**src/rtl/nsp_pkg.sv**
```systemverilog
package nsp_pkg;

  localparam int unsigned LEN_CAP          = 200000000;
  localparam int unsigned PREFIX_BUDGET_RST = 100;
  localparam int unsigned ADDR_LIMIT_RST    = 1000;

  localparam logic [7:0] CH_COLON = 8'h3A;
  localparam logic [7:0] CH_COMMA = 8'h2C;
  localparam logic [7:0] CH_ZERO  = 8'h30;
  localparam logic [7:0] CH_NINE  = 8'h39;
  localparam logic [7:0] CH_NUL   = 8'h00;

  localparam int unsigned CFG_DATA_W = 16;
  localparam int unsigned BUDGET_W   = 10;
  localparam int unsigned LIMIT_W    = 16;

  localparam logic REG_PREFIX_BUDGET = 1'b0;
  localparam logic REG_ADDR_LIMIT    = 1'b1;

  typedef enum logic [1:0] {
    KIND_FRAME  = 2'd0,
    KIND_BODY   = 2'd1,
    KIND_SENDER = 2'd2,
    KIND_RECIP  = 2'd3
  } kind_e;

  typedef enum logic [1:0] {
    ERR_NONE  = 2'd0,
    ERR_PROTO = 2'd1,
    ERR_LEN   = 2'd2
  } err_e;

  typedef enum logic [11:0] {
    PH_OUTER_LEN = 12'b0000_0000_0001,
    PH_MSG_LEN   = 12'b0000_0000_0010,
    PH_MSG_BODY  = 12'b0000_0000_0100,
    PH_MSG_COMMA = 12'b0000_0000_1000,
    PH_S_LEN     = 12'b0000_0001_0000,
    PH_S_DATA    = 12'b0000_0010_0000,
    PH_S_COMMA   = 12'b0000_0100_0000,
    PH_R_LEN     = 12'b0000_1000_0000,
    PH_R_DATA    = 12'b0001_0000_0000,
    PH_R_COMMA   = 12'b0010_0000_0000,
    PH_FINAL     = 12'b0100_0000_0000,
    PH_DONE      = 12'b1000_0000_0000
  } phase_e;

  typedef struct packed {
    logic [7:0] data;
    logic       is_digit;
    logic       is_colon;
    logic       is_comma;
    logic       is_nul;
    logic [3:0] digit;
  } item_t;

  typedef struct packed {
    logic [7:0] data;
    kind_e      kind;
    logic       last;
    logic       addr_ok;
    logic       fin;
    logic       acc;
    err_e       err;
  } res_t;

  typedef struct packed {
    logic empty;
    logic pop;
  } qctl_t;

endpackage

```
**src/rtl/nsp_fifo.sv**
```systemverilog
module nsp_fifo #(
  parameter int DW = 8
) (
  input  logic          clk_i,
  input  logic          rst_ni,
  input  logic          push_i,
  input  logic [DW-1:0] data_i,
  output logic          full_o,
  output logic          empty_o,
  input  logic          pop_i,
  output logic [DW-1:0] data_o
);

  logic [DW-1:0] mem_q [2];
  logic          wr_ptr_q, wr_ptr_d;
  logic          rd_ptr_q, rd_ptr_d;
  logic [1:0]    cnt_q, cnt_d;
  logic          do_push, do_pop;

  assign full_o  = (cnt_q == 2'd2);
  assign empty_o = (cnt_q == 2'd0);
  assign do_push = push_i && !full_o;
  assign do_pop  = pop_i && !empty_o;
  assign data_o  = mem_q[rd_ptr_q];

  always_comb begin
    wr_ptr_d = do_push ? ~wr_ptr_q : wr_ptr_q;
    rd_ptr_d = do_pop ? ~rd_ptr_q : rd_ptr_q;
    cnt_d    = cnt_q + {1'b0, do_push} - {1'b0, do_pop};
  end

  always_ff @(posedge clk_i or negedge rst_ni) begin
    if (!rst_ni) begin
      wr_ptr_q <= 1'b0;
      rd_ptr_q <= 1'b0;
      cnt_q    <= 2'd0;
    end else begin
      wr_ptr_q <= wr_ptr_d;
      rd_ptr_q <= rd_ptr_d;
      cnt_q    <= cnt_d;
    end
  end

  always_ff @(posedge clk_i) begin
    if (do_push) begin
      mem_q[wr_ptr_q] <= data_i;
    end
  end

endmodule

```
**src/rtl/nsp_front.sv**
```systemverilog
module nsp_front
  import nsp_pkg::*;
(
  input  logic       clk_i,
  input  logic       rst_ni,
  input  logic       push_i,
  input  logic [7:0] data_byte_i,
  output logic       full_o,
  input  logic       item_pop_i,
  output logic       item_empty_o,
  output item_t      item_o
);

  item_t                cls;
  logic [$bits(item_t)-1:0] item_raw;

  // byte classification ahead of the queue
  always_comb begin
    cls.data     = data_byte_i;
    cls.is_digit = (data_byte_i >= CH_ZERO) && (data_byte_i <= CH_NINE);
    cls.is_colon = (data_byte_i == CH_COLON);
    cls.is_comma = (data_byte_i == CH_COMMA);
    cls.is_nul   = (data_byte_i == CH_NUL);
    cls.digit    = data_byte_i[3:0];
  end

  nsp_fifo #(
    .DW($bits(item_t))
  ) u_item_q (
    .clk_i  (clk_i),
    .rst_ni (rst_ni),
    .push_i (push_i),
    .data_i (cls),
    .full_o (full_o),
    .empty_o(item_empty_o),
    .pop_i  (item_pop_i),
    .data_o (item_raw)
  );

  assign item_o = item_t'(item_raw);

endmodule

```
**src/rtl/nsp_back.sv**
```systemverilog
module nsp_back
  import nsp_pkg::*;
#(
  parameter int CW = 32
) (
  input  logic                  clk_i,
  input  logic                  rst_ni,
  input  logic                  cfg_we_i,
  input  logic                  cfg_addr_i,
  input  logic [CFG_DATA_W-1:0] cfg_wdata_i,
  input  item_t                 item_i,
  input  logic                  item_empty_i,
  output logic                  item_pop_o,
  output qctl_t                 res_ctl_o,
  input  logic                  res_pop_i,
  output res_t                  res_o
);

  localparam logic [CW-1:0] LenCap = CW'(LEN_CAP);

  phase_e            phase_q, phase_d;
  logic [CW-1:0]     outer_budget_q, outer_budget_d;
  logic [CW-1:0]     length_acc_q, length_acc_d;
  logic [CW-1:0]     field_left_q, field_left_d;
  logic              nul_seen_q, nul_seen_d;
  logic              all_ok_q, all_ok_d;
  logic              halted_q, halted_d;
  logic [LIMIT_W-1:0] addr_limit_q;
  logic [CW-1:0]     budget_dec;
  logic              res_full;
  logic              step;
  res_t              res;
  logic [$bits(res_t)-1:0] res_raw;

  assign step       = !item_empty_i && !res_full;
  assign item_pop_o = step;
  assign budget_dec = outer_budget_q - 1'b1;

  always_comb begin
    phase_d        = phase_q;
    outer_budget_d = outer_budget_q;
    length_acc_d   = length_acc_q;
    field_left_d   = field_left_q;
    nul_seen_d     = nul_seen_q;
    all_ok_d       = all_ok_q;
    halted_d       = halted_q;
    res.data       = item_i.data;
    res.kind       = KIND_FRAME;
    res.last       = 1'b0;
    res.addr_ok    = 1'b0;
    res.fin        = 1'b0;
    res.acc        = 1'b0;
    res.err        = ERR_NONE;
    if (step && !halted_q) begin
      if (outer_budget_q == '0) begin
        res.err = ERR_PROTO;
      end else begin
        outer_budget_d = budget_dec;
        unique case (phase_q)
          PH_OUTER_LEN, PH_MSG_LEN, PH_S_LEN, PH_R_LEN: begin
            if (length_acc_q > LenCap) begin
              res.err = ERR_LEN;
            end else if (item_i.is_colon) begin
              length_acc_d = '0;
              priority if (phase_q == PH_OUTER_LEN) begin
                outer_budget_d = length_acc_q;
                phase_d        = PH_MSG_LEN;
              end else if (phase_q == PH_MSG_LEN) begin
                field_left_d = length_acc_q;
                phase_d      = (length_acc_q != '0) ? PH_MSG_BODY : PH_MSG_COMMA;
              end else if (phase_q == PH_S_LEN) begin
                field_left_d = length_acc_q;
                nul_seen_d   = (length_acc_q >= CW'(addr_limit_q));
                phase_d      = (length_acc_q != '0) ? PH_S_DATA : PH_S_COMMA;
              end else begin
                field_left_d = length_acc_q;
                nul_seen_d   = (length_acc_q >= CW'(addr_limit_q));
                phase_d      = (length_acc_q != '0) ? PH_R_DATA : PH_R_COMMA;
              end
            end else if (!item_i.is_digit) begin
              res.err = ERR_PROTO;
            end else begin
              length_acc_d = (length_acc_q << 3) + (length_acc_q << 1) + CW'(item_i.digit);
            end
          end
          PH_MSG_BODY, PH_S_DATA, PH_R_DATA: begin
            field_left_d = field_left_q - 1'b1;
            priority if (phase_q == PH_MSG_BODY) begin
              res.kind = KIND_BODY;
              if (field_left_q == CW'(1)) begin
                phase_d = PH_MSG_COMMA;
              end
            end else if (phase_q == PH_S_DATA) begin
              res.kind = KIND_SENDER;
              if (item_i.is_nul) begin
                nul_seen_d = 1'b1;
              end
              if (field_left_q == CW'(1)) begin
                phase_d = PH_S_COMMA;
              end
            end else begin
              res.kind = KIND_RECIP;
              if (item_i.is_nul) begin
                nul_seen_d = 1'b1;
              end
              if (field_left_q == CW'(1)) begin
                phase_d = PH_R_COMMA;
              end
            end
          end
          PH_MSG_COMMA: begin
            if (!item_i.is_comma) begin
              res.err = ERR_PROTO;
            end else begin
              phase_d = PH_S_LEN;
            end
          end
          PH_S_COMMA, PH_R_COMMA: begin
            if (!item_i.is_comma) begin
              res.err = ERR_PROTO;
            end else begin
              res.kind    = (phase_q == PH_S_COMMA) ? KIND_SENDER : KIND_RECIP;
              res.last    = 1'b1;
              res.addr_ok = !nul_seen_q;
              if (nul_seen_q) begin
                all_ok_d = 1'b0;
              end
              nul_seen_d = 1'b0;
              if (budget_dec == '0) begin
                outer_budget_d = CW'(1);
                phase_d        = PH_FINAL;
              end else begin
                phase_d = PH_R_LEN;
              end
            end
          end
          PH_FINAL: begin
            if (!item_i.is_comma) begin
              res.err = ERR_PROTO;
            end else begin
              res.fin  = 1'b1;
              res.acc  = all_ok_q;
              phase_d  = PH_DONE;
              halted_d = 1'b1;
            end
          end
          default: begin
            halted_d = 1'b1;
          end
        endcase
      end
      if (res.err != ERR_NONE) begin
        halted_d = 1'b1;
      end
    end
    // budget register reloads the prefix budget while the outer length is open and the parser has not halted
    if (cfg_we_i && cfg_addr_i == REG_PREFIX_BUDGET && phase_q == PH_OUTER_LEN &&
        !halted_q) begin
      outer_budget_d = CW'(cfg_wdata_i[BUDGET_W-1:0]);
    end
  end

  always_ff @(posedge clk_i or negedge rst_ni) begin
    if (!rst_ni) begin
      phase_q        <= PH_OUTER_LEN;
      outer_budget_q <= CW'(PREFIX_BUDGET_RST);
      length_acc_q   <= '0;
      field_left_q   <= '0;
      nul_seen_q     <= 1'b0;
      all_ok_q       <= 1'b1;
      halted_q       <= 1'b0;
      addr_limit_q   <= LIMIT_W'(ADDR_LIMIT_RST);
    end else begin
      phase_q        <= phase_d;
      outer_budget_q <= outer_budget_d;
      length_acc_q   <= length_acc_d;
      field_left_q   <= field_left_d;
      nul_seen_q     <= nul_seen_d;
      all_ok_q       <= all_ok_d;
      halted_q       <= halted_d;
      if (cfg_we_i && cfg_addr_i == REG_ADDR_LIMIT) begin
        addr_limit_q <= cfg_wdata_i[LIMIT_W-1:0];
      end
    end
  end

  nsp_fifo #(
    .DW($bits(res_t))
  ) u_res_q (
    .clk_i  (clk_i),
    .rst_ni (rst_ni),
    .push_i (step),
    .data_i (res),
    .full_o (res_full),
    .empty_o(res_ctl_o.empty),
    .pop_i  (res_pop_i),
    .data_o (res_raw)
  );

  assign res_ctl_o.pop = res_pop_i && !res_ctl_o.empty;
  assign res_o         = res_t'(res_raw);

  a_halt_sticky: assert property (@(posedge clk_i) disable iff (!rst_ni)
    halted_q && !cfg_we_i |=> halted_q)
    else $error("halt flag cleared");

  a_last_is_addr: assert property (@(posedge clk_i) disable iff (!rst_ni)
    step && res.last |-> (res.kind == KIND_SENDER || res.kind == KIND_RECIP))
    else $error("field_last outside an address");

  a_empty_budget_halts: assert property (@(posedge clk_i) disable iff (!rst_ni)
    step && !halted_q && outer_budget_q == '0 |=> halted_q)
    else $error("exhausted budget did not halt");

  a_err_quiet: assert property (@(posedge clk_i) disable iff (!rst_ni)
    step && res.err != ERR_NONE |-> !res.last && !res.fin && res.kind == KIND_FRAME)
    else $error("error beat carries field flags");

endmodule

```
**src/rtl/qmqp_netstring_parser_unit.sv**
```systemverilog
// path: a pushed byte is registered in the item queue, then in the result queue, before it is popped
// throughput: one beat per cycle in steady state while the result queue is not full,
// set by the length/budget update that the back end makes as it takes each beat
// a two-entry queue sits between front and back and another on the result side
// reset: asynchronous, active low; parser returns to the outer length prefix with
// budget 100, address limit 1000, and both queues empty
module qmqp_netstring_parser_unit
  import nsp_pkg::*;
#(
  parameter int COUNT_BITS = 32
) (
  input  logic                  clk_i,
  input  logic                  rst_ni,
  input  logic                  push,
  output logic                  full,
  input  logic [7:0]            data_byte_i,
  output logic                  empty,
  input  logic                  pop,
  output logic [7:0]            out_byte_o,
  output logic [1:0]            field_kind_o,
  output logic                  field_last_o,
  output logic                  address_ok_o,
  output logic                  finished_o,
  output logic                  accepted_o,
  output logic [1:0]            error_code_o,
  input  logic                  cfg_we_i,
  input  logic                  cfg_addr_i,
  input  logic [CFG_DATA_W-1:0] cfg_wdata_i
);

  item_t item;
  logic  item_empty;
  logic  item_pop;
  qctl_t res_ctl;
  res_t  res;

  nsp_front u_front (
    .clk_i       (clk_i),
    .rst_ni      (rst_ni),
    .push_i      (push),
    .data_byte_i (data_byte_i),
    .full_o      (full),
    .item_pop_i  (item_pop),
    .item_empty_o(item_empty),
    .item_o      (item)
  );

  nsp_back #(
    .CW(COUNT_BITS)
  ) u_back (
    .clk_i       (clk_i),
    .rst_ni      (rst_ni),
    .cfg_we_i    (cfg_we_i),
    .cfg_addr_i  (cfg_addr_i),
    .cfg_wdata_i (cfg_wdata_i),
    .item_i      (item),
    .item_empty_i(item_empty),
    .item_pop_o  (item_pop),
    .res_ctl_o   (res_ctl),
    .res_pop_i   (pop),
    .res_o       (res)
  );

  assign empty        = res_ctl.empty;
  assign out_byte_o   = res.data;
  assign field_kind_o = res.kind;
  assign field_last_o = res.last;
  assign address_ok_o = res.addr_ok;
  assign finished_o   = res.fin;
  assign accepted_o   = res.acc;
  assign error_code_o = res.err;

  a_pop_only_nonempty: assert property (@(posedge clk_i) disable iff (!rst_ni)
    res_ctl.pop |-> !empty)
    else $error("result pop while empty");

  a_fin_clean: assert property (@(posedge clk_i) disable iff (!rst_ni)
    !empty && finished_o |-> error_code_o == ERR_NONE && !field_last_o)
    else $error("finish beat carries error or field flag");

  a_ok_needs_last: assert property (@(posedge clk_i) disable iff (!rst_ni)
    !empty && address_ok_o |-> field_last_o)
    else $error("address verdict without field close");

endmodule
```
**config.mk**
```make
export PLATFORM = sky130hd
export DESIGN_NAME = qmqp_netstring_parser_unit
export DESIGN_NICKNAME = d
export VERILOG_FILES = /design/src/rtl/nsp_pkg.sv /design/src/rtl/nsp_fifo.sv /design/src/rtl/nsp_front.sv /design/src/rtl/nsp_back.sv /design/src/rtl/qmqp_netstring_parser_unit.sv
export SDC_FILE = /design/constraint.sdc
export NUM_CORES = 1
export LEC_CHECK = 0
export ABC_AREA = 1
export ABC_CLOCK_PERIOD_IN_PS = 4000
export BUFFER_PORTS_ARGS = -buffer_cell sky130_fd_sc_hd__buf_2
export CORE_MARGIN = 2
export CORE_UTILIZATION = 55
export DETAILED_ROUTE_END_ITERATION = 16
export GPL_ROUTABILITY_DRIVEN = 1
export HOLD_SLACK_MARGIN = 0.15
export PLACE_DENSITY = 0.72
export SLEW_MARGIN = 40
export SYNTH_ARGS = -nofsm -noshare
export SYNTH_HDL_FRONTEND = slang
export SYNTH_SLANG_ARGS = --single-unit
```
**constraint.sdc**
```tcl
create_clock -name clk_i -period 4 [get_ports clk_i]
set_clock_uncertainty 0.2 [all_clocks]
set_input_delay 0.6 -clock clk_i [delete_from_list [all_inputs] [get_ports clk_i]]
set_output_delay 0.6 -clock clk_i [all_outputs]
set_load 0.1 [all_outputs]
```
---- Word-level counts from Yosys, hierarchy flattened ----
Memory sizes are Yosys's and may differ from the RTL's.
Cells that the tools add are included.
storage, ports and cells
  memories kept ........................... 2
  word-level logic and storage cells ...... 172
  memory bits (writable) .................. 64
  bits of input ports ..................... 30
  output and inout bits ................... 18
  bits in registers ....................... 135
operators by class
  reductions and logical operators ........ 41
  add/sub/neg operators ................... 8
  $lt $le $gt $ge ......................... 4
  bitwise logic cells ..................... 7
  eq/ne operators ......................... 30
  mux-type cells .......................... 66
memories
  name                    depth  width  read ports  clocked after Yosys merged registers in  wr ports  RTL line        source
  u_back.u_res_q.mem_q    2      16     1           0                                        1         nsp_fifo.sv:14  logic [DW-1:0] mem_q [2];
  u_front.u_item_q.mem_q  2      16     1           0                                        1         nsp_fifo.sv:14
operators with widths
  operator                                                                            number
  32-bit 2-to-1 mux                                                                   13
  12-bit 2-to-1 mux                                                                   13
  32-bit case mux with 2 select lines                                                 2
  32-bit zero test                                                                    2
  32-bit by 1-bit subtractor with 32-bit output (second input constant)               2
  12-bit case mux with 5 select lines                                                 1
  32-bit adder                                                                        1
  32-bit by 4-bit adder with 32-bit output                                            1
  32-bit by 1-bit equality test with 1-bit output (second input constant)             1
  32-bit by 16-bit greater-or-equal comparator with 1-bit output                      1
  32-bit by 28-bit greater-than comparator with 1-bit output (second input constant)  1
  32-bit nonzero test                                                                 1
  1-bit 2-to-1 mux                                                                    19
  8-bit by 6-bit equality test with 1-bit output (second input constant)              2
  2-bit inequality test (second input constant)                                       8
  2-bit 2-to-1 mux                                                                    7
  12-bit by 1-bit equality test with 1-bit output (second input constant)             1
  12-bit by 10-bit equality test with 1-bit output (second input constant)            1
  12-bit by 11-bit equality test with 1-bit output (second input constant)            1
  12-bit by 2-bit equality test with 1-bit output (second input constant)             1
  12-bit by 3-bit equality test with 1-bit output (second input constant)             1
  12-bit by 4-bit equality test with 1-bit output (second input constant)             1
  12-bit by 5-bit equality test with 1-bit output (second input constant)             1
  12-bit by 6-bit equality test with 1-bit output (second input constant)             1
  other kinds (37)                                                                    73

---- Logic depth before layout (Yosys ltp) ----
An unclocked memory read counts as a cell.
  word-level depth ........................ 10
  gate-level depth with buffers ........... 19
  depth with buffers taken out ............ 18

---- By module ----
Synthesis repeated with hierarchy kept, for this count alone.
unflattened totals
  cell total of the unflattened synthesis .. 1,910
  area total of the unflattened synthesis .. 14,019.7 µm²
modules (own cells, without submodules)
  module     instances  area each (µm²)  cells an instance  seq. area each (µm²)
  nsp_back   1          11,060.6         1,653              3,191.8
  nsp_fifo   2          1,435.1          117                1,061.0
  nsp_front  1          88.8             23                 0.0

---- Least setup slack after synthesis ----
Ideal clock, no wire load.
  path type ............................... register to register
  from .................................... register u_front.u_item_q.rd_ptr_q
  to ...................................... register u_back.length_acc_q[16]
  data required time ...................... 3.674 ns
  data arrival time ....................... 2.880 ns
  buffers on the path ..................... 1
  stages on the path, launching flop included .. 15
  library setup time ...................... 0.126 ns
  period minus slack after synthesis ...... 3.206 ns
  setup slack ............................. 0.794 ns
  path through ............................ dfrtp_1 > inv_1 > clkbuf_1 > nand2_1 > nand2_1 > fa_1 > inv_1 > fa_1 > o21ai_0 > a21oi_1 > o21bai_1 > a31o_2 > nand2_1 > nand2_1 > o22ai_1
on the way
  longest elaborated chain between the ends .. 4
  elaborated cells between the ends (all ways) .. 6
  classes of those cells .................. add/sub (1); mux (2); reduce/logical (2); memory (1)
RTL lines
  element                                   RTL line         source
  start, declared                           nsp_fifo.sv:16   logic rd_ptr_q, rd_ptr_d;
  start signal, assigned                    nsp_fifo.sv:39   rd_ptr_q <= rd_ptr_d;
  memory 2 x 16 bit *                       n/a
  32-bit by 4-bit adder with 32-bit output  nsp_back.sv:83   length_acc_d = (length_acc_q << 3) + (length_acc_q << 1) + CW'(item_i.digit);
  32-bit 2-to-1 mux                         nsp_back.sv:80   end else if (!item_i.is_digit) begin
  32-bit 2-to-1 mux                         nsp_back.sv:63   end else if (item_i.is_colon) begin
  end signal, assigned                      nsp_back.sv:176  length_acc_q <= length_acc_d;
  end, declared                             nsp_back.sv:23   logic [CW-1:0] length_acc_q, length_acc_d;
Mark *: on every way between the ends. The rest lies on a longest branch, timed or not. The select of a mux whose other input is x is not followed.
A chain may end at the register's enable or synchronous reset.

---- Worst setup path after layout ----
Ends and elaborated chain as after synthesis.

==> run metrics <==
Highest Clock Rate=0.2736 GHz; global-route wire length before repair=60.09 mm; Vias/cell=5.655; DRT antenna net count=0; HP Class=input port to flip-flop; placed inst area=14060 sq um; Syn Area/Cell=7.405 sq um; fraction of layout cells with a size suffix above 1=9.585%; cts repair resizes=0; Least-Margin Pin Slew=0.7333 ns; final wirelength=36.57 mm; Tot Pwr=6.471 mW; Post-synth EDFFs=56; critical path's largest stage delay=0.57 ns; Worst path top cell family by delay=compound AO/OA/AOI/OAI gates; clk sinks=191; count of final hold-check violations=0; Register Area=5074 sq um; die height=161.0 microns; # DRC=0; share of synthesized area occupied by flip-flops and latches=37.42%; clk_lat worst skew=0.45 ns; crit path buf inv count=3; DPL Wire Length=27.35 mm; area leader, netlist=dfrtp_1; Routability Congestion=1.013; drt pass-1 iters=6; mux cell area share after synthesis=0%; XOR/XNOR share of the synthesized area=2.842%; most used flip-flop cell after synthesis=dfrtp_1; synth unique cells=66; post-synthesis async set-or-reset flop share=70.68%; adder-cell share of the synthesized area=7.862%; P per Cell Area=439.1 nW/um^2; post-synthesis compound-gate area fraction=14.98%; unrepaired setup endpoints after global routing=false; hold-critical path depth=1; largest cells by area after synthesis=dfrtp_1 23%, nand2_1 14%, edfxtp_1 12%; Post CTS Setup Buffer Count=0; leak pwr=7.337 nW; WL/cell=16.61 microns; number of global-route vias before repair=11861; cell count after synthesis=1831; syn_nets=1945; Cell Rows=57; GR Overflow Total=0; input/output buffers=47; worst-path fanout max=13; Final setup viols=0; Crit. End Element=flip-flop; ANT cells=0; worst hold start=data_byte_i[1]; R2R setup slack=0.35 ns; Rel. slew slack=50.60%; largest family of logic cells by synthesized area=simple AND/OR/NAND/NOR gates; Crit-path slowest cell=dfrtp_1; CP most frequent cell=nand2_1; most frequent cells after synthesis=500 x nand2_1, 202 x nor2_1, 198 x inv_1; FF-to-FF End=u_back.length_acc_q[16]; Layout area overhead=8.693%; maximum capacitance violations=0; Util after Layout=60.78%; Die ar.=25930 sq um; deepest clock path buffer count=2; Simple-Gate Fraction of Synth Area=28.92%; peak supply drop=0.0007191 V; clock buffer count from CTS=17; minimum clock period after layout=3.654 ns; # hold bufs at CTS=3; H-tree levels=4; Finished Cell Area=14740 sq um; status=completed; WHS=0.1657 ns; Critical Path Start Type=flip-flop; top-count cell post-synth=nand2_1; Iteration-0 DRC Markers=1038; Worst Path Required=4.12 ns; area of the core=24250 sq um; worst-case reg-to-reg path depth=15; filler instances=2244; Yosys reg bits=191; pin count of the biggest net entering global routing=75; type of the worst setup path=flip-flop to flip-flop; CP arrival=3.78 ns; Final nets=1979; area of the multi-input gates=7418 sq um; Ports=48; CTS tree=built; Final Cycle Share=91.36%; Die W=161.0 microns; overall routing resource usage=28.94%; clock-pin transition on the worst setup and hold timing paths=0.09 ns; via count=12452; Final TNS setup=0 ns; r2r startpoint=u_front.u_item_q.rd_ptr_q; Synth Warn #=0; top cell type's share of synthesized area=22.88%; Pins Over Slew Limit=0; cells along the critical path=inv_1 -> buf_4 -> nand2_1 -> nand2_1 -> ha_1 -> ha_1 -> inv_1 -> fa_1 -> o21ai_0 -> a21oi_1 -> o21bai_1 -> a31o_2 -> nand2_1 -> nand2_1 -> o22ai_1; end of the worst hold path=u_front.u_item_q.mem_q[1][9]; Initial Util=55.92%; synthesized area=13560 sq um; clk root buf=clkbuf_16; initial antenna violation count=0
[per-layer routing]
metal | vias to the layer above | GRT usage [%] | share of wire, %
met3 | 49 | 3.647 | 7.1
met2 | 437 | 46.64 | 45
li1 | 6159 | - | -
met5 | - | 0 | 0
met1 | 5807 | 41.16 | 45
met4 | 0 | 8.563 | 2.2
[how the worst max path moves through the flow]
stage / start / end / depth (start not counted)
final: u_front.u_item_q.rd_ptr_q / u_back.length_acc_q[16] / 15
after detailed placement: u_front.u_item_q.rd_ptr_q / u_back.length_acc_q[16] / 13
after global placement: u_front.u_item_q.rd_ptr_q / u_back.length_acc_q[16] / 13
after floorplan: u_front.u_item_q.rd_ptr_q / u_back.length_acc_q[16] / 14
after CTS: u_front.u_item_q.rd_ptr_q / u_back.length_acc_q[16] / 13
after global routing: u_front.u_item_q.rd_ptr_q / u_back.length_acc_q[16] / 15
[power breakdown]
part | switching [mW] | internal (mW) | leakage [nW]
Sequential | 0.110 | 2.36 | 2.23
Combinational | 1.70 | 0.420 | 4.79
Clock | 0.984 | 0.893 | 0.312
Total | 2.80 | 3.67 | 7.34
[worst register-to-register path: stages, from the launching register on]
cell and delay [ns]:
dfrtp_1 0.57, inv_1 0.12, buf_4 0.19, nand2_1 0.08
nand2_1 0.10, ha_1 0.30, ha_1 0.16, inv_1 0.06
fa_1 0.42, o21ai_0 0.51, a21oi_1 0.19, o21bai_1 0.26
a31o_2 0.21, nand2_1 0.05, nand2_1 0.06, o22ai_1 0.06
[logic make-up after synthesis]
kind of cell / Yosys count
adder cells (fa/ha/maj): 84
XOR/XNOR: 44
AO/OA/AOI/OAI: 354
buffers and inverters: 262
flip-flops: 191
AND/OR/NAND/NOR: 896
[area by class of cell]
type,count,area share [%]
repair buffers,63,2.589
well taps,324,2.751
multi-input cells,1378,50.34
clock inverters,15,1.511
clock buffers,17,2.886
flip-flops and latches,191,34.43
inverters,214,5.501
[cells in the final DEF (no fill, tap or decap), types with 5 or more instances in the layout]
cell	synthesis	routed
nand2_1	500	499
o211ai_1	12	12
nor2_4	10	11
xnor2_1	11	11
nand2_2	7	8
buf_4	4	12
inv_2	12	12
o2111ai_1	8	8
edfxtp_1	56	56
o21ai_1	17	18
xor2_1	33	33
buf_2	16	46
a31oi_1	16	16
ha_1	82	82
a21oi_1	70	70
o21ai_0	171	170
clkbuf_16	0	17
o21bai_1	6	6
nor4_1	13	13
nor3_1	23	23
nand3_1	72	72
dfrtp_1	124	124
dfstp_2	11	11
o22ai_1	16	16
nor2_2	10	12
nand3_2	5	5
inv_12	0	6
inv_1	198	198
nor2_1	202	199
nand4_1	30	30
a21o_1	7	7
[sequential cells by signal (all words and copies together) (netlist names)]
name,count
u_back.field_left_q,32
u_back.length_acc_q,32
u_back.outer_budget_q,32
u_back.u_res_q.mem_q,32
u_front.u_item_q.mem_q,24
u_back.addr_limit_q,16
u_back.phase_q,12
u_back.u_res_q.cnt_q,2
u_front.u_item_q.cnt_q,2
u_back.all_ok_q,1
u_back.halted_q,1
u_back.nul_seen_q,1
u_back.u_res_q.rd_ptr_q,1
u_back.u_res_q.wr_ptr_q,1
u_front.u_item_q.rd_ptr_q,1
u_front.u_item_q.wr_ptr_q,1
[per-stage QoR]
| stage | setup WS, ns | std cells |
|---|---|---|
| 2_1_floorplan | 0.7943 | 1831 |
| 3_3_place_gp | 0.4930 | 2167 |
| 3_5_place_dp | 0.3830 | 2167 |
| 4_1_cts | 0.3677 | 2202 |
| 5_1_grt | 0.01731 | 2202 |
| 6_report | 0.3457 | 2202 |
Note: power is estimated with default switching activity, not from simulation.
